<file path="src/hw/rtl/pem_pkg.sv">
// ----------------------------------------------------------------------------
// pem_pkg
// Shared types and constants for the Prewitt edge magnitude block.
// ----------------------------------------------------------------------------
`default_nettype none

package pem_pkg;

  localparam int MAX_WIDTH  = 64;
  localparam int MAX_HEIGHT = 64;

  localparam int PIX_W   = 8;
  localparam int COL_W   = $clog2(MAX_WIDTH);
  localparam int ROW_W   = $clog2(MAX_HEIGHT);
  localparam int DIM_W   = 7;
  localparam int OFS_W   = 9;
  localparam int GRAD_W  = 11;
  localparam int SQ_W    = 2 * (GRAD_W - 1);
  localparam int SUM_W   = SQ_W + 1;
  localparam int ROOT_IN_W = 16;
  localparam int ROOT_STEPS = ROOT_IN_W / 2;
  localparam int ROOT_CNT_W = $clog2(ROOT_STEPS);
  localparam int REM_W   = PIX_W + 1;

  localparam int PADDR_W = 4;
  localparam int PDATA_W = 32;

  localparam logic [SUM_W-1:0] SAT_LIMIT = SUM_W'(65280);
  localparam logic [PIX_W-1:0] PIX_MAX   = '1;

  typedef logic [PIX_W-1:0]         pixel_t;
  typedef logic [COL_W-1:0]         col_t;
  typedef logic [ROW_W-1:0]         row_t;
  typedef logic [DIM_W-1:0]         dim_t;
  typedef logic signed [OFS_W-1:0]  offset_t;
  typedef logic signed [GRAD_W-1:0] grad_t;

  // register indexes (byte address / 4)
  localparam logic [1:0] REG_WIDTH  = 2'd0;
  localparam logic [1:0] REG_HEIGHT = 2'd1;
  localparam logic [1:0] REG_OFFSET = 2'd2;

  localparam dim_t    WIDTH_RST  = DIM_W'(16);
  localparam dim_t    HEIGHT_RST = DIM_W'(16);
  localparam offset_t OFFSET_RST = OFS_W'(3);

endpackage

`default_nettype wire

</file>
<file path="src/hw/rtl/pem_pix_if.sv">
// ----------------------------------------------------------------------------
// pem_pix_if
// Pixel stream channel: valid/ready handshake with one grayscale pixel.
// ----------------------------------------------------------------------------
`default_nettype none

interface pem_pix_if import pem_pkg::*; ();
  logic   valid;
  logic   ready;
  pixel_t pixel;

  modport source (output valid, output pixel, input ready);
  modport sink   (input valid, input pixel, output ready);
endinterface

`default_nettype wire

</file>
<file path="src/hw/rtl/pem_res_if.sv">
// ----------------------------------------------------------------------------
// pem_res_if
// Result channel: valid/ready handshake with magnitude, position and run end.
// ----------------------------------------------------------------------------
`default_nettype none

interface pem_res_if import pem_pkg::*; ();
  logic   valid;
  logic   ready;
  pixel_t edge_value;
  row_t   out_row;
  col_t   out_col;
  logic   run_end;

  modport source (output valid, output edge_value, output out_row, output out_col,
                  output run_end, input ready);
  modport sink   (input valid, input edge_value, input out_row, input out_col,
                  input run_end, output ready);
endinterface

`default_nettype wire

</file>
<file path="src/hw/rtl/pem_root.sv">
// ----------------------------------------------------------------------------
// pem_root
// Rounded integer square root of a 16-bit value, two operand bits per cycle.
// ----------------------------------------------------------------------------
`default_nettype none

module pem_root import pem_pkg::*; (
  input  wire logic                 clk,
  input  wire logic                 rst_n,
  input  wire logic                 start,
  input  wire logic [ROOT_IN_W-1:0] operand,
  output      logic                 done,
  output      pixel_t               root
);

  logic [ROOT_IN_W-1:0]  op_r,  op_nxt;
  logic [REM_W-1:0]      rem_r, rem_nxt;
  pixel_t                q_r,   q_nxt;
  logic [ROOT_CNT_W-1:0] cnt_r, cnt_nxt;
  logic                  busy_r, busy_nxt;
  logic                  done_r, done_nxt;

  logic [REM_W+1:0] rem_t;
  logic [REM_W+1:0] trial;
  logic [REM_W+1:0] diff;
  logic             fits;

  assign rem_t = {rem_r, op_r[ROOT_IN_W-1 -: 2]};
  assign trial = {1'b0, q_r, 2'b01};
  assign diff  = rem_t - trial;
  assign fits  = (rem_t >= trial);

  always_comb begin
    op_nxt   = op_r;
    rem_nxt  = rem_r;
    q_nxt    = q_r;
    cnt_nxt  = cnt_r;
    busy_nxt = busy_r;
    done_nxt = 1'b0;
    if (start) begin
      op_nxt   = operand;
      rem_nxt  = '0;
      q_nxt    = '0;
      cnt_nxt  = '0;
      busy_nxt = 1'b1;
    end else if (busy_r) begin
      op_nxt  = {op_r[ROOT_IN_W-3:0], 2'b00};
      rem_nxt = fits ? diff[REM_W-1:0] : rem_t[REM_W-1:0];
      q_nxt   = {q_r[PIX_W-2:0], fits};
      cnt_nxt = cnt_r + 1'b1;
      if (cnt_r == ROOT_CNT_W'(ROOT_STEPS - 1)) begin
        busy_nxt = 1'b0;
        done_nxt = 1'b1;
      end
    end
  end

  always_ff @(posedge clk) begin
    if (!rst_n) begin
      busy_r <= 1'b0;
      done_r <= 1'b0;
    end else begin
      busy_r <= busy_nxt;
      done_r <= done_nxt;
    end
  end

  always_ff @(posedge clk) begin
    op_r  <= op_nxt;
    rem_r <= rem_nxt;
    q_r   <= q_nxt;
    cnt_r <= cnt_nxt;
  end

  // remainder above the floor root means the value lies past r*r + r: round up
  assign done = done_r;
  assign root = q_r + PIX_W'(rem_r > {1'b0, q_r});

endmodule

`default_nettype wire

</file>
<file path="src/hw/rtl/prewitt_edge_magnitude.sv">
// ----------------------------------------------------------------------------
// prewitt_edge_magnitude
// Prewitt gradient magnitude over a raster-scanned 8-bit image, 3x3 window,
// replicated borders, rounded and saturated square root of gx^2 + gy^2.
// ----------------------------------------------------------------------------
//  channel   | direction | handshake            | payload
//  in_pix    | in        | valid/ready          | pixel
//  out_res   | out       | valid/ready          | edge_value, out_row, out_col, run_end
//  apb       | in        | psel/penable/pready  | paddr, pwdata, prdata
//
//  A pixel is accepted, then passes a line-store read-modify-write; each result
//  it completes (0 to 4) then takes a gradient, squares, sum, 8 steps of the
//  shared root unit and its done strobe, and an output load.
//  Pixels are taken one at a time; a waiting output beat stalls only the next load.
//  Synchronous active-low reset clears control state, window and registers.
//  The line store needs no clearing pass: unwritten entries never reach a result.
// ----------------------------------------------------------------------------
`default_nettype none

module prewitt_edge_magnitude import pem_pkg::*; (
  input  wire logic               clk,
  input  wire logic               rst_n,
  pem_pix_if.sink                 in_pix,
  pem_res_if.source               out_res,
  input  wire logic               psel,
  input  wire logic               penable,
  input  wire logic               pwrite,
  input  wire logic [PADDR_W-1:0] paddr,
  input  wire logic [PDATA_W-1:0] pwdata,
  output      logic [PDATA_W-1:0] prdata,
  output      logic               pready
);

  localparam logic [2:0] S_IDLE = 3'd0;
  localparam logic [2:0] S_READ = 3'd1;
  localparam logic [2:0] S_GRAD = 3'd2;
  localparam logic [2:0] S_SQR  = 3'd3;
  localparam logic [2:0] S_SUM  = 3'd4;
  localparam logic [2:0] S_ROOT = 3'd5;
  localparam logic [2:0] S_EMIT = 3'd6;

  // ---------------- configuration ----------------
  dim_t    width_r, height_r;
  offset_t ofs_r;
  logic    cfg_wr;
  dim_t    eff_w, eff_h;

  assign pready = 1'b1;
  assign cfg_wr = psel && penable && pwrite && pready;

  always_ff @(posedge clk) begin
    if (!rst_n) begin
      width_r  <= WIDTH_RST;
      height_r <= HEIGHT_RST;
      ofs_r    <= OFFSET_RST;
    end else if (cfg_wr) begin
      unique case (paddr[3:2])
        REG_WIDTH:  width_r  <= pwdata[DIM_W-1:0];
        REG_HEIGHT: height_r <= pwdata[DIM_W-1:0];
        REG_OFFSET: ofs_r    <= pwdata[OFS_W-1:0];
        default: ;
      endcase
    end
  end

  always_comb begin
    unique case (paddr[3:2])
      REG_WIDTH:  prdata = PDATA_W'(width_r);
      REG_HEIGHT: prdata = PDATA_W'(height_r);
      REG_OFFSET: prdata = PDATA_W'($signed(ofs_r));
      default:    prdata = '0;
    endcase
  end

  assign eff_w = (width_r < DIM_W'(2)) ? DIM_W'(2) :
                 (width_r > DIM_W'(MAX_WIDTH)) ? DIM_W'(MAX_WIDTH) : width_r;
  assign eff_h = (height_r < DIM_W'(2)) ? DIM_W'(2) :
                 (height_r > DIM_W'(MAX_HEIGHT)) ? DIM_W'(MAX_HEIGHT) : height_r;

  // ---------------- control state ----------------
  logic [2:0] state_r, state_nxt;
  row_t       row_r, row_nxt;
  col_t       col_r, col_nxt;
  row_t       ra_r;
  col_t       ca_r;
  pixel_t     px_r;
  logic [3:0] mask_r, mask_nxt;
  logic       top_r, left_r;

  logic   in_go;
  row_t   cur_r;
  col_t   cur_c;
  logic   cur_last_c, cur_last_r;

  assign in_pix.ready = (state_r == S_IDLE);
  assign in_go        = in_pix.valid && in_pix.ready;

  always_comb begin
    if ((DIM_W'(row_r) >= eff_h) || (DIM_W'(col_r) >= eff_w)) begin
      cur_r = '0;
      cur_c = '0;
    end else begin
      cur_r = row_r;
      cur_c = col_r;
    end
  end
  assign cur_last_c = (DIM_W'(cur_c) == eff_w - 1'b1);
  assign cur_last_r = (DIM_W'(cur_r) == eff_h - 1'b1);

  always_comb begin
    row_nxt = row_r;
    col_nxt = col_r;
    if (cfg_wr && ((paddr[3:2] == REG_WIDTH) || (paddr[3:2] == REG_HEIGHT))) begin
      row_nxt = '0;
      col_nxt = '0;
    end else if (in_go) begin
      if (cur_last_c) begin
        col_nxt = '0;
        row_nxt = cur_last_r ? '0 : cur_r + 1'b1;
      end else begin
        col_nxt = cur_c + 1'b1;
        row_nxt = cur_r;
      end
    end
  end

  // ---------------- line store: {older row, previous row} per column ----------
  // Read at accept, written back in the following cycle; the next read waits for idle.
  logic [2*PIX_W-1:0] line_mem [MAX_WIDTH];
  logic [2*PIX_W-1:0] line_q_r;

  always_ff @(posedge clk) begin
    if (in_go) begin
      line_q_r <= line_mem[cur_c];
    end
    if (state_r == S_READ) begin
      line_mem[ca_r] <= {line_q_r[PIX_W-1:0], px_r};
    end
  end

  // ---------------- window [column][row], column 2 newest ----------------
  pixel_t win_r [3][3];

  always_ff @(posedge clk) begin
    if (!rst_n) begin
      for (int i = 0; i < 3; i++) begin
        for (int j = 0; j < 3; j++) begin
          win_r[i][j] <= '0;
        end
      end
    end else if (state_r == S_READ) begin
      for (int j = 0; j < 3; j++) begin
        win_r[0][j] <= win_r[1][j];
        win_r[1][j] <= win_r[2][j];
      end
      win_r[2][0] <= line_q_r[2*PIX_W-1:PIX_W];
      win_r[2][1] <= line_q_r[PIX_W-1:0];
      win_r[2][2] <= px_r;
    end
  end

  // results due for this pixel, in raster order
  logic [3:0] need;
  logic       ra_last_c, ra_last_r;

  assign ra_last_c = (DIM_W'(ca_r) == eff_w - 1'b1);
  assign ra_last_r = (DIM_W'(ra_r) == eff_h - 1'b1);

  always_comb begin
    need    = '0;
    need[0] = (ra_r != '0) && (ca_r != '0);
    need[1] = (ra_r != '0) && ra_last_c;
    need[2] = (ra_r != '0) && ra_last_r && (ca_r != '0);
    need[3] = (ra_r != '0) && ra_last_r && ra_last_c;
  end

  // ---------------- gradient of the lowest pending result ----------------
  logic [1:0] slot;
  logic [1:0] rsel [3];
  logic [1:0] csel [3];
  logic [PIX_W+1:0] bot_sum, top_sum, rgt_sum, lft_sum;
  grad_t      gx, gy;
  grad_t      gx_r, gy_r;
  row_t       orow, orow_r;
  col_t       ocol, ocol_r;
  logic       last_r;

  always_comb begin
    if (mask_r[0])      slot = 2'd0;
    else if (mask_r[1]) slot = 2'd1;
    else if (mask_r[2]) slot = 2'd2;
    else                slot = 2'd3;
  end

  always_comb begin
    // the last row repeats the bottom row, the last column the right column
    rsel[0] = slot[1] ? 2'd1 : {1'b0, top_r};
    rsel[1] = slot[1] ? 2'd2 : 2'd1;
    rsel[2] = 2'd2;
    csel[0] = slot[0] ? 2'd1 : {1'b0, left_r};
    csel[1] = slot[0] ? 2'd2 : 2'd1;
    csel[2] = 2'd2;
    orow    = slot[1] ? ra_r : ra_r - 1'b1;
    ocol    = slot[0] ? ca_r : ca_r - 1'b1;
  end

  always_comb begin
    bot_sum = '0;
    top_sum = '0;
    rgt_sum = '0;
    lft_sum = '0;
    for (int i = 0; i < 3; i++) begin
      bot_sum = bot_sum + (PIX_W+2)'(win_r[csel[i]][rsel[2]]);
      top_sum = top_sum + (PIX_W+2)'(win_r[csel[i]][rsel[0]]);
      rgt_sum = rgt_sum + (PIX_W+2)'(win_r[csel[2]][rsel[i]]);
      lft_sum = lft_sum + (PIX_W+2)'(win_r[csel[0]][rsel[i]]);
    end
    gx = $signed({1'b0, bot_sum}) - $signed({1'b0, top_sum}) + GRAD_W'(ofs_r);
    gy = $signed({1'b0, rgt_sum}) - $signed({1'b0, lft_sum}) + GRAD_W'(ofs_r);
  end

  // ---------------- squares, sum, root ----------------
  logic [SQ_W-1:0]  sqx_r, sqy_r;
  logic [SUM_W-1:0] sum;
  logic             sat_r;
  logic             root_start;
  logic             root_done;
  pixel_t           root_val;
  pixel_t           mag_r;

  assign sum        = SUM_W'(sqx_r) + SUM_W'(sqy_r);
  assign root_start = (state_r == S_SUM);

  pem_root u_root (
    .clk     (clk),
    .rst_n   (rst_n),
    .start   (root_start),
    .operand (sum[ROOT_IN_W-1:0]),
    .done    (root_done),
    .root    (root_val)
  );

  always_ff @(posedge clk) begin
    if (in_go) begin
      ra_r <= cur_r;
      ca_r <= cur_c;
      px_r <= in_pix.pixel;
    end
    if (state_r == S_READ) begin
      top_r  <= (ra_r == ROW_W'(1));
      left_r <= (ca_r == COL_W'(1));
    end
    if (state_r == S_GRAD) begin
      gx_r   <= gx;
      gy_r   <= gy;
      orow_r <= orow;
      ocol_r <= ocol;
      last_r <= ((mask_r & (mask_r - 1'b1)) == '0);
    end
    if (state_r == S_SQR) begin
      sqx_r <= SQ_W'(gx_r * gx_r);
      sqy_r <= SQ_W'(gy_r * gy_r);
    end
    if (state_r == S_SUM) begin
      sat_r <= (sum > SAT_LIMIT);
    end
    if ((state_r == S_ROOT) && root_done) begin
      mag_r <= sat_r ? PIX_MAX : root_val;
    end
  end

  // ---------------- output register ----------------
  logic   emit_go;
  logic   out_valid_r;
  pixel_t out_val_r;
  row_t   out_row_r;
  col_t   out_col_r;
  logic   out_end_r;

  assign emit_go = (state_r == S_EMIT) && (!out_valid_r || out_res.ready);

  always_ff @(posedge clk) begin
    if (!rst_n) begin
      out_valid_r <= 1'b0;
    end else if (emit_go) begin
      out_valid_r <= 1'b1;
    end else if (out_res.ready) begin
      out_valid_r <= 1'b0;
    end
  end

  always_ff @(posedge clk) begin
    if (emit_go) begin
      out_val_r <= mag_r;
      out_row_r <= orow_r;
      out_col_r <= ocol_r;
      out_end_r <= last_r;
    end
  end

  assign out_res.valid      = out_valid_r;
  assign out_res.edge_value = out_val_r;
  assign out_res.out_row    = out_row_r;
  assign out_res.out_col    = out_col_r;
  assign out_res.run_end    = out_end_r;

  // ---------------- sequencer ----------------
  always_comb begin
    state_nxt = state_r;
    mask_nxt  = mask_r;
    unique case (state_r)
      S_IDLE: if (in_go) state_nxt = S_READ;
      S_READ: begin
        mask_nxt  = need;
        state_nxt = (need != '0) ? S_GRAD : S_IDLE;
      end
      S_GRAD: begin
        mask_nxt  = mask_r & (mask_r - 1'b1);  // drop the lowest pending result
        state_nxt = S_SQR;
      end
      S_SQR:  state_nxt = S_SUM;
      S_SUM:  state_nxt = S_ROOT;
      S_ROOT: if (root_done) state_nxt = S_EMIT;
      S_EMIT: if (emit_go) state_nxt = (mask_r != '0) ? S_GRAD : S_IDLE;
      default: state_nxt = S_IDLE;
    endcase
  end

  always_ff @(posedge clk) begin
    if (!rst_n) begin
      state_r <= S_IDLE;
      mask_r  <= '0;
      row_r   <= '0;
      col_r   <= '0;
    end else begin
      state_r <= state_nxt;
      mask_r  <= mask_nxt;
      row_r   <= row_nxt;
      col_r   <= col_nxt;
    end
  end

  // ---------------- assertions ----------------
  a_pos_in_range: assert property (@(posedge clk) disable iff (!rst_n)
    (DIM_W'(col_r) < eff_w) && (DIM_W'(row_r) < eff_h))
    else $error("scan position outside the image");

  a_grad_has_work: assert property (@(posedge clk) disable iff (!rst_n)
    (state_r == S_GRAD) |-> (mask_r != '0))
    else $error("gradient step with no pending result");

  a_end_closes_run: assert property (@(posedge clk) disable iff (!rst_n)
    emit_go |=> (out_res.run_end ? (state_r == S_IDLE) : (state_r == S_GRAD)))
    else $error("run end flag disagrees with pending results");

  a_root_done_expected: assert property (@(posedge clk) disable iff (!rst_n)
    root_done |-> (state_r == S_ROOT))
    else $error("root unit finished outside its wait state");

endmodule

`default_nettype wire
</file>
<file path="src/flat_wrapper.sv">
// flat-port wrapper written by rule: the top's interface ports become plain ports
module prewitt_edge_magnitude_flat import pem_pkg::*;
  (clk, rst_n, psel, penable, pwrite, paddr, pwdata, prdata, pready, in_pix_valid, in_pix_pixel, in_pix_ready, out_res_valid, out_res_edge_value, out_res_out_row, out_res_out_col, out_res_run_end, out_res_ready);
  pem_pix_if in_pix_i ();
  pem_res_if out_res_i ();
  input  wire logic clk;
  input  wire logic rst_n;
  input  wire logic psel;
  input  wire logic penable;
  input  wire logic pwrite;
  input  wire logic [PADDR_W-1:0] paddr;
  input  wire logic [PDATA_W-1:0] pwdata;
  output      logic [PDATA_W-1:0] prdata;
  output      logic pready;
  input wire logic [$bits(in_pix_i.valid)-1:0] in_pix_valid;
  input wire logic [$bits(in_pix_i.pixel)-1:0] in_pix_pixel;
  output wire logic [$bits(in_pix_i.ready)-1:0] in_pix_ready;
  output wire logic [$bits(out_res_i.valid)-1:0] out_res_valid;
  output wire logic [$bits(out_res_i.edge_value)-1:0] out_res_edge_value;
  output wire logic [$bits(out_res_i.out_row)-1:0] out_res_out_row;
  output wire logic [$bits(out_res_i.out_col)-1:0] out_res_out_col;
  output wire logic [$bits(out_res_i.run_end)-1:0] out_res_run_end;
  input wire logic [$bits(out_res_i.ready)-1:0] out_res_ready;
  assign in_pix_i.valid = in_pix_valid;
  assign in_pix_i.pixel = in_pix_pixel;
  assign in_pix_ready = in_pix_i.ready;
  assign out_res_valid = out_res_i.valid;
  assign out_res_edge_value = out_res_i.edge_value;
  assign out_res_out_row = out_res_i.out_row;
  assign out_res_out_col = out_res_i.out_col;
  assign out_res_run_end = out_res_i.run_end;
  assign out_res_i.ready = out_res_ready;
  prewitt_edge_magnitude u_core (.clk(clk), .rst_n(rst_n), .in_pix(in_pix_i), .out_res(out_res_i), .psel(psel), .penable(penable), .pwrite(pwrite), .paddr(paddr), .pwdata(pwdata), .prdata(prdata), .pready(pready));
endmodule
</file>
<file path="config.mk">
export PLATFORM = sky130hd
export DESIGN_NAME = prewitt_edge_magnitude_flat
export DESIGN_NICKNAME = d
export VERILOG_FILES = /design/src/hw/rtl/pem_pkg.sv /design/src/hw/rtl/pem_pix_if.sv /design/src/hw/rtl/pem_res_if.sv /design/src/hw/rtl/pem_root.sv /design/src/hw/rtl/prewitt_edge_magnitude.sv /design/src/flat_wrapper.sv
export SDC_FILE = /design/constraint.sdc
export NUM_CORES = 2
export LEC_CHECK = 0
export ABC_CLOCK_PERIOD_IN_PS = 6200
export BUFFER_PORTS_ARGS = -buffer_cell sky130_fd_sc_hd__buf_2
export CAP_MARGIN = 10
export CORE_MARGIN = 1
export CORE_UTILIZATION = 55
export DETAILED_ROUTE_END_ITERATION = 10
export PLACE_DENSITY = 0.74
export SLEW_MARGIN = 10
export SYNTH_ARGS = -nofsm -noshare
export SYNTH_HDL_FRONTEND = slang
export SYNTH_SLANG_ARGS = --single-unit
</file>
<file path="constraint.sdc">
create_clock -name clk -period 6.2 [get_ports clk]
set_input_delay 1.24 -clock clk [delete_from_list [all_inputs] [get_ports clk]]
set_output_delay 1.24 -clock clk [all_outputs]
set_load 0.01 [all_outputs]
</file>
==> Word level (Yosys, flattened, before mapping) <==
Memories as Yosys holds them, arrays and structs flattened. A register that Yosys moved wholly into a read port is not among the register bits.
Cells that the tools add are included.
{ "totals": {"regBits": 208, "latch_bits": 0, "ram_bits": 1096, "mem_bits_ro": 0, "in_bits": 51, "out_inout_bits": 56, "elab_cells": 197, "n_memories": 2} }
{ "op_classes": {"addsub": 23, "multipliers": 2, "div_mod_pow": 0, "magnitude_cmp": 11, "eq_ne": 18, "shift": 0, "muxes": 64, "bitwise_logic": 14, "n_reduce_logical": 31} }
{ "memory_table": {"columns": ["memory", "words", "width", "read_ports", "rd_ports_with_merged_regs", "write_ports", "line_no", "source"], "rows": [
  ["u_core.line_mem", 64, 16, 1, 1, 1, "prewitt_edge_magnitude.sv:129", "logic [2*PIX_W-1:0] line_mem [MAX_WIDTH];"],
  ["u_core.win_r", 3, 24, 4, 0, 3, "prewitt_edge_magnitude.sv:142", "pixel_t win_r [3][3];"]
]} }
{ "op_table": {"columns": ["cell", "count"], "rows": [
  ["two-way mux 8 bit", 19],
  ["one-hot mux 32 bit (3 select lines)", 1],
  ["binary-select mux 8 bit (select 2 bit)", 5],
  ["two-way mux 6 bit", 7],
  ["adder 10 x 8 -> 10 bit", 4],
  ["multiplier 11 x 11 -> 20 bit", 2],
  ["adder 8 x 8 -> 9 bit", 4],
  ["two-way mux 16 bit", 2],
  ["== test 6 x 7 -> 1 bit", 4],
  ["two-way mux 7 bit", 4],
  ["adder 11 x 9 -> 11 bit", 2],
  ["subtractor 10 x 10 -> 11 bit", 2],
  ["adder 20 x 20 -> 21 bit", 1],
  ["> comparator 21 x 16 -> 1 bit (second input constant)", 1],
  ["one-hot mux 3 bit (7 select lines)", 1],
  [">= comparator 6 x 7 -> 1 bit", 2],
  ["> comparator 7 bit (second input constant)", 2],
  ["less-than comparator 7 x 2 -> 1 bit (second input constant)", 2],
  ["two-way mux 1 bit", 14],
  ["subtractor 7 x 1 -> 7 bit (second input constant)", 2],
  ["adder 6 x 1 -> 6 bit (second input constant)", 2],
  ["== test 3 bit (second input constant)", 4],
  ["== test 6 x 1 -> 1 bit (second input constant)", 2],
  ["two-way mux 2 bit", 6],
  ["other kinds (34)", 68]
]} }

==> Logic depth before layout (Yosys ltp) <==
{ "logic_depth": {"depth_word": 12, "ltp_mapped": 30, "ltp_nobuf": 28} }

==> Hierarchy <==
Synthesis repeated with hierarchy kept, for this count alone.
{ "unflattened": {"cells_unflattened": 4890, "area_unflattened_um2": 65235.1} }
{ "by_module_without_submodules": {"columns": ["mod", "instances", "cells_each", "area_each_um2", "seq_area_each_um2"], "rows": [
  ["prewitt_edge_magnitude", 1, 4676, 63021.7, 38006.5],
  ["pem_root", 1, 214, 2213.4, 920.9]
]} }

==> Worst setup path after synthesis <==
No wires, ideal clock.
{ "synth_path": {"path_kind": "flip-flop to flip-flop", "start": "register u_core.mask_r[0]", "end": "register u_core.gy_r[10] (data pin)", "setup_ps": 255, "arrival_ps": 5773, "required_time_ps": 5945, "path_slack_ps": 171, "path_stages_with_launch": 28, "n_path_buf": 3, "period_less_slack_ps": 6029, "path_cell_list": "dfxtp_1 > clkbuf_1 > a21oi_1 > nor2_1 > clkbuf_1 > clkbuf_1 > mux2i_1 > a21oi_1 > ha_1 > inv_1 > fa_1 > inv_1 > ha_1 > a21o_1 > a21oi_1 > nor2b_1 > o21a_1 > o21ai_0 > nand2b_1 > a21oi_1 > xnor2_1 > fa_1 > inv_1 > ha_1 > inv_1 > o21bai_1 > or4_1 > and3_1"} }
{ "synth_between": {"elab_chain_cells": 10, "elab_cells_between_ends": 25, "classes_between": "add/sub: 6; mux: 16; bitwise: 2; memory: 1"} }
{ "synth_lines": {"columns": ["item", "line_no", "source"], "rows": [
  ["start: declaration", "prewitt_edge_magnitude.sv:87", "logic [3:0] mask_r, mask_nxt;"],
  ["start signal: assignment", "prewitt_edge_magnitude.sv:337", "mask_r <= mask_nxt;"],
  ["two-way mux 2 bit (*)", "prewitt_edge_magnitude.sv:189", "if (mask_r[0]) slot = 2'd0;"],
  ["two-way mux 1 bit (tied with other cells)", "prewitt_edge_magnitude.sv:200", "csel[0] = slot[0] ? 2'd1 : {1'b0, left_r};"],
  ["memory read (3 x 24 bit) / NOT 2 -> 3 bit (equally long branches)", null, null],
  ["binary-select mux 8 bit (select 2 bit) (on tied branches)", "prewitt_edge_magnitude.sv:216, prewitt_edge_magnitude.sv:215", null],
  ["two-way mux 8 bit (on tied branches) (2 in a row)", "prewitt_edge_magnitude.sv:216, prewitt_edge_magnitude.sv:215", null],
  ["adder 8 x 8 -> 9 bit (on tied branches)", "prewitt_edge_magnitude.sv:216, prewitt_edge_magnitude.sv:215", null],
  ["adder 10 x 8 -> 10 bit (on tied branches)", "prewitt_edge_magnitude.sv:216, prewitt_edge_magnitude.sv:215", null],
  ["subtractor 10 x 10 -> 11 bit (*)", "prewitt_edge_magnitude.sv:219", "gy = $signed({1'b0, rgt_sum}) - $signed({1'b0, lft_sum}) + GRAD_W'(ofs_r);"],
  ["adder 11 x 9 -> 11 bit (*)", "prewitt_edge_magnitude.sv:219", null],
  ["via u_core.gy[10]", "prewitt_edge_magnitude.sv:182", "grad_t gx, gy;"],
  ["end signal: assignment", "prewitt_edge_magnitude.sv:255", "gy_r <= gy;"],
  ["end: declaration", "prewitt_edge_magnitude.sv:183", "grad_t gx_r, gy_r;"]
]} }
The timed path passes the listed nets; every way through them passes the cells marked *. The select of a mux whose other input is x is not followed.
A chain may end at the register's enable or synchronous reset.

==> Final worst setup path <==
{ "layout_path": {"start": "register u_core.width_r[4]", "end": "register u_core.line_q_r[13] (read register of u_core.line_mem) (data pin)"} }
{ "layout_between": {"elab_chain_cells": 6, "elab_cells_between_ends": 7, "classes_between": "order compare: 3; mux: 3; reduce/logical: 1"} }
{ "layout_lines": {"columns": ["item", "line_no", "source"], "rows": [
  ["start: declaration", "prewitt_edge_magnitude.sv:43", "dim_t width_r, height_r;"],
  ["start signal: assignment", "prewitt_edge_magnitude.sv:58", "REG_WIDTH: width_r <= pwdata[DIM_W-1:0];"],
  ["> comparator 7 bit", "prewitt_edge_magnitude.sv:76", "(width_r > DIM_W'(MAX_WIDTH)) ? DIM_W'(MAX_WIDTH) : width_r;"],
  ["two-way mux 7 bit", "prewitt_edge_magnitude.sv:76", null],
  ["two-way mux 7 bit (*)", "prewitt_edge_magnitude.sv:75", "assign eff_w = (width_r < DIM_W'(2)) ? DIM_W'(2) :"],
  [">= comparator 6 x 7 -> 1 bit (*)", "prewitt_edge_magnitude.sv:99", "if ((DIM_W'(row_r) >= eff_h) || (DIM_W'(col_r) >= eff_w)) begin"],
  ["logical OR 1 bit (*)", "prewitt_edge_magnitude.sv:99", null],
  ["two-way mux 6 bit (*)", "prewitt_edge_magnitude.sv:99", null],
  ["end: declaration", "prewitt_edge_magnitude.sv:130", "logic [2*PIX_W-1:0] line_q_r;"]
]} }
Mark *: on every way between the ends. The rest lies on a longest branch, timed or not.

==> run summary <==
DIE
------------------------------------------------------------------------------------------
Total Die Area                                                                  0.1202 mm2
Vertical die dimension                                                            346.7 um
Initial cell density of the core                                                    0.5542
DIE WIDTH                                                                         346.7 um
Number of top-level design ports                                                       107
Core region area                                                                0.1179 mm2
Std-Cell Rows                                                                          126

TIMING
------------------------------------------------------------------------------------------
Post-route clock skew                                                           0.03223 ns
Max Freq                                                                         171.1 MHz
Period utilization                                                                  0.9426
Total negative slack                                                                  0 ns
Unrepaired setup endpoints after global routing                                         no
Slew Limit Fails                                                                         0
Final Setup Violations                                                                   0
Post-layout min period                                                            5.844 ns
Worst-Margin Slew                                                                 1.145 ns
Endpoints failing hold                                                                   0
Tightest slew margin relative to the limit                                          0.2338

SYNTH
------------------------------------------------------------------------------------------
Share of the synthesized netlist area taken by xor and xnor gates                  0.02345
Share of Yosys cell area claimed by the top area cell type                          0.5757
Cells after Synth                                                                     5054
Top_reg_cell synth                                                            sky130_fd_sc_hd__edfxtp_1
Sequential share of the synthesized area                                            0.5956
Compound-Gate Fraction of Synth Area                                               0.08420
Synthesized flop and latch total                                                      1318
Count of flip-flops with a built-in enable after synthesis                            1253
Dominant combinational cell family by area after synthesis                     adder cells
Mux cell area share after synthesis                                                0.04784
Synth warn                                                                               0
Average cell area after synthesis                                                12.93 um2
Post-synthesis cell area                                                       0.06535 mm2
Synth Area in Simple Gates                                                         0.09888
Count of different cell masters after synthesis                                         93
Synth area leader                                                             sky130_fd_sc_hd__edfxtp_1
FFs w/ async S/R, synth                                                                  0
Leading post-synthesis cells by cell area                                     sky130_fd_sc_hd__edfxtp_1 (58%), sky130_fd_sc_hd__fa_1 (6.7%), sky130_fd_sc_hd__ha_1 (4.2%)
Mapped Nets                                                                           5545
Share of synthesized cell area in full adder, half adder and majority cells         0.1094

WORST SETUP PATH
------------------------------------------------------------------------------------------
CP arrival                                                                         6.46 ns
Kind of end point of the critical path                                            register
Critical path peak fanout                                                               17
Depth of the most critical reg-to-reg path                                              15
Reg-to-reg critical path endpoint                                             u_core.line_q_r[13]$_DFFE_PP_
Critical R2R Launch                                                           u_core.width_r[4]$_SDFFE_PN1P_
Kind of launch point of the worst setup path                                      register
Crit path kind                                                                register to register
Endpoint required time on the critical path                                        6.81 ns
R2r setup slk                                                                      0.36 ns

HOLD PATH
------------------------------------------------------------------------------------------
Class of the tightest hold or removal check                                   register to register
Min-Delay Startpoint                                                          u_core.mag_r[5]$_SDFFCE_PP1P_
Hold endpoint                                                                 u_core.out_res.edge_value[5]$_DFFE_PP_
Number of stages on the worst hold path                                                  0

PLACED DESIGN
------------------------------------------------------------------------------------------
Final HPWL from detailed placement                                                98660 um
Number of cells in the design after placement                                         6565
Port Buffers                                                                            80
Final GP Congestion                                                                 0.8943

CLOCK TREE
------------------------------------------------------------------------------------------
Clock tree from TritonCTS                                                              yes
Maximum buffer depth of the clock tree                                                   3
H-tree depth reported by CTS                                                             4
Root Driver                                                                   sky130_fd_sc_hd__clkbuf_16
Clk slew on worst S/H paths                                                        0.06 ns
Cts hold-fix bufs                                                                        0
Sink Count                                                                            1318
Number of setup buffers added after CTS                                                  0
Clock latency on the worst-skew pair                                               0.76 ns
Inserted Clock Buffers                                                                 137
Count of instances resized after the clock tree is built                                 0

GLOBAL ROUTING
------------------------------------------------------------------------------------------
Number of global-route vias before repair                                            40480
Initial antenna violation count                                                          1
Met1 usage                                                                          0.3618
GR Overflow Total                                                                        0
Total routing usage reported by global routing                                      0.2570
Largest net degree at the start of global routing                                      105
Peak-usage layer in the global routing report                                         met2
Routing usage on met2                                                               0.4147
First-pass GRT wire length                                                       237200 um
GR met3 Demand/Resource                                                            0.04200

DETAILED ROUTING
------------------------------------------------------------------------------------------
Number of nets with antenna violations after detailed routing                            0
WL final                                                                         154100 um
DRT Pass-1 Iters                                                                        11
Average detailed-routed wire length per instance                                  22.61 um
Total number of vias                                                                 40910
Post-DR vias/cell                                                                    6.005
DRC violation count after routing                                                        2
DRC marker count from the first detailed-route iteration                              4372

CELLS AND AREA
------------------------------------------------------------------------------------------
Area added between synthesis and finish                                             10.87%
Count of placed standard cells in the final layout, fillers left out                  6813
NumNets Final                                                                         5659
Share of layout cells above drive strength 1                                        0.1317

RUN STATUS
------------------------------------------------------------------------------------------
Status                                                                        finished with violations
Violated checks                                                               design-rule violations

JOB
------------------------------------------------------------------------------------------
Max_cap viols                                                                            0

[final cells by class]
| cell class | count | area (um2) |
|---|---|---|
| multi-input cells | 3058 | 23940 |
| clock inverters | 74 | 719.4 |
| diodes | 1 | 2.502 |
| fillers | 8760 | 45470 |
| repair buffers | 248 | 1737 |
| inverters | 405 | 1525 |
| well taps | 1536 | 1922 |
| flip-flops and latches | 1318 | 38930 |
| clock buffers | 173 | 3679 |
[cell usage after synthesis, drive strengths merged (9+ instances only)]
cell type and number:
o21bai 28, ha 221, nand2b 50, buf 59
o221a 48, a221oi 18, or2 10, nand2 503
a21boi 10, o31ai 20, a31o 20, nor4 73
and3 104, nand3 44, edfxtp 1253, xor2 53
o211ai 11, mux2i 147, inv 403, nor3 51
mux2 83, clkbuf 214, a2111oi 18, nor2 247
nor2b 59, o221ai 16, a311oi 19, dfxtp 65
o22ai 34, mux4 32, o21a 22, a21o 35
xnor2 122, fa 219, o21ai 162, nand4 26
and2 112, a211oi 40, or3 24, nor3b 9
a21oi 302
[sequential cells by signal (all words and copies together), names as in the netlist, 7 cells and up]
| signal | cells |
|---|---|
| u_core.line_q_r | 16 |
| u_core.gy_r | 11 |
| u_core.sqy_r | 19 |
| u_core.win_r | 72 |
| u_core.sqx_r | 19 |
| u_core.ofs_r | 9 |
| u_core.out_res.edge_value | 8 |
| u_core.line_mem | 1024 |
| u_core.mag_r | 8 |
| u_core.width_r | 7 |
| u_core.u_root.q_r | 8 |
| u_core.u_root.rem_r | 9 |
| u_core.gx_r | 11 |
| u_core.px_r | 8 |
| u_core.u_root.op_r | 16 |
| u_core.height_r | 7 |
[worst max-delay path: stages, from the launching register on]
cell                        delay (ns)
sky130_fd_sc_hd__dfxtp_1          0.40
sky130_fd_sc_hd__or2_2            0.37
sky130_fd_sc_hd__o41ai_2          0.51
sky130_fd_sc_hd__inv_1            0.14
sky130_fd_sc_hd__ha_1             0.30
sky130_fd_sc_hd__o21ai_0          0.23
sky130_fd_sc_hd__a211o_1          0.56
sky130_fd_sc_hd__nand2_1          0.40
sky130_fd_sc_hd__buf_4            0.30
sky130_fd_sc_hd__nor2_2           0.56
sky130_fd_sc_hd__buf_4            0.39
sky130_fd_sc_hd__a221oi_1         0.09
sky130_fd_sc_hd__and3_1           0.29
sky130_fd_sc_hd__a2111oi_0        0.76
sky130_fd_sc_hd__buf_4            0.24
sky130_fd_sc_hd__a31o_2           0.15
[stage by stage]
| stage | area (um2) | setup WS (ns) | hold WS (ns) | util |
|---|---|---|---|---|
| 2_1_floorplan | 65350 | 0.1714 | 0.4003 | - |
| 4_1_cts | 72440 | 0.3599 | 0.4213 | 0.6143 |
| 6_report | 72460 | 0.3559 | 0.4197 | 0.6144 |
| 3_5_place_dp | 68050 | 0.3514 | 0.4071 | 0.5770 |
| 5_1_grt | 72450 | 0.01426 | 0.4237 | 0.6144 |
| 3_3_place_gp | 68050 | 0.4007 | 0.4056 | 0.5770 |
[cells by family (layout without fill, tap and decap cells)]
family / after synthesis / in the layout
AOI/OAI and AO/OA: 841 / 841
xor gates and xnor gates: 175 / 175
adders and majority gates: 440 / 440
buffers and inverters: 678 / 900
DFF: 1318 / 1318
muxes: 262 / 262
other: 1 / 2
and+or+nand+nor: 1339 / 1339
[worst max-delay path by stage]
stage	end	slack (ns)	startpoint
2_1_floorplan	u_core.gy_r[10]$_DFFE_PP_	0.17	u_core.mask_r[0]$_SDFFE_PN0P_
6_report	u_core.line_q_r[13]$_DFFE_PP_	0.36	u_core.width_r[4]$_SDFFE_PN1P_
3_3_place_gp	u_core.gy_r[10]$_DFFE_PP_	0.40	u_core.mask_r[2]$_SDFFE_PN0P_
4_1_cts	u_core.gy_r[10]$_DFFE_PP_	0.36	u_core.mask_r[0]$_SDFFE_PN0P_
3_5_place_dp	u_core.gy_r[10]$_DFFE_PP_	0.35	u_core.mask_r[0]$_SDFFE_PN0P_
5_1_grt	u_core.gx_r[10]$_DFFE_PP_	0.01	u_core.mask_r[0]$_SDFFE_PN0P_
[routing by layer]
metal | vias to the layer above | routed length [um]
li1 | 18490 | -
met1 | 20300 | 63510
met2 | 1869 | 73100
met3 | 259 | 13570
met4 | 2 | 3859
met5 | - | 23
[placed cells by master (no fill, tap or decap), types with 73 or more instances in the layout]
master	count
sky130_fd_sc_hd__nor2_1	218
sky130_fd_sc_hd__nor4_1	73
sky130_fd_sc_hd__mux2_2	83
sky130_fd_sc_hd__xnor2_1	122
sky130_fd_sc_hd__o21ai_0	158
sky130_fd_sc_hd__mux2i_1	147
sky130_fd_sc_hd__and2_1	110
sky130_fd_sc_hd__edfxtp_1	1253
sky130_fd_sc_hd__clkbuf_16	141
sky130_fd_sc_hd__and3_1	102
sky130_fd_sc_hd__buf_2	80
sky130_fd_sc_hd__fa_1	219
sky130_fd_sc_hd__nand2_1	501
sky130_fd_sc_hd__inv_1	401
sky130_fd_sc_hd__ha_1	221
sky130_fd_sc_hd__a21oi_1	299
sky130_fd_sc_hd__buf_4	162
Power is not shown: default switching activity piles up to over one toggle a cycle in this logic, so the estimate is an artifact.
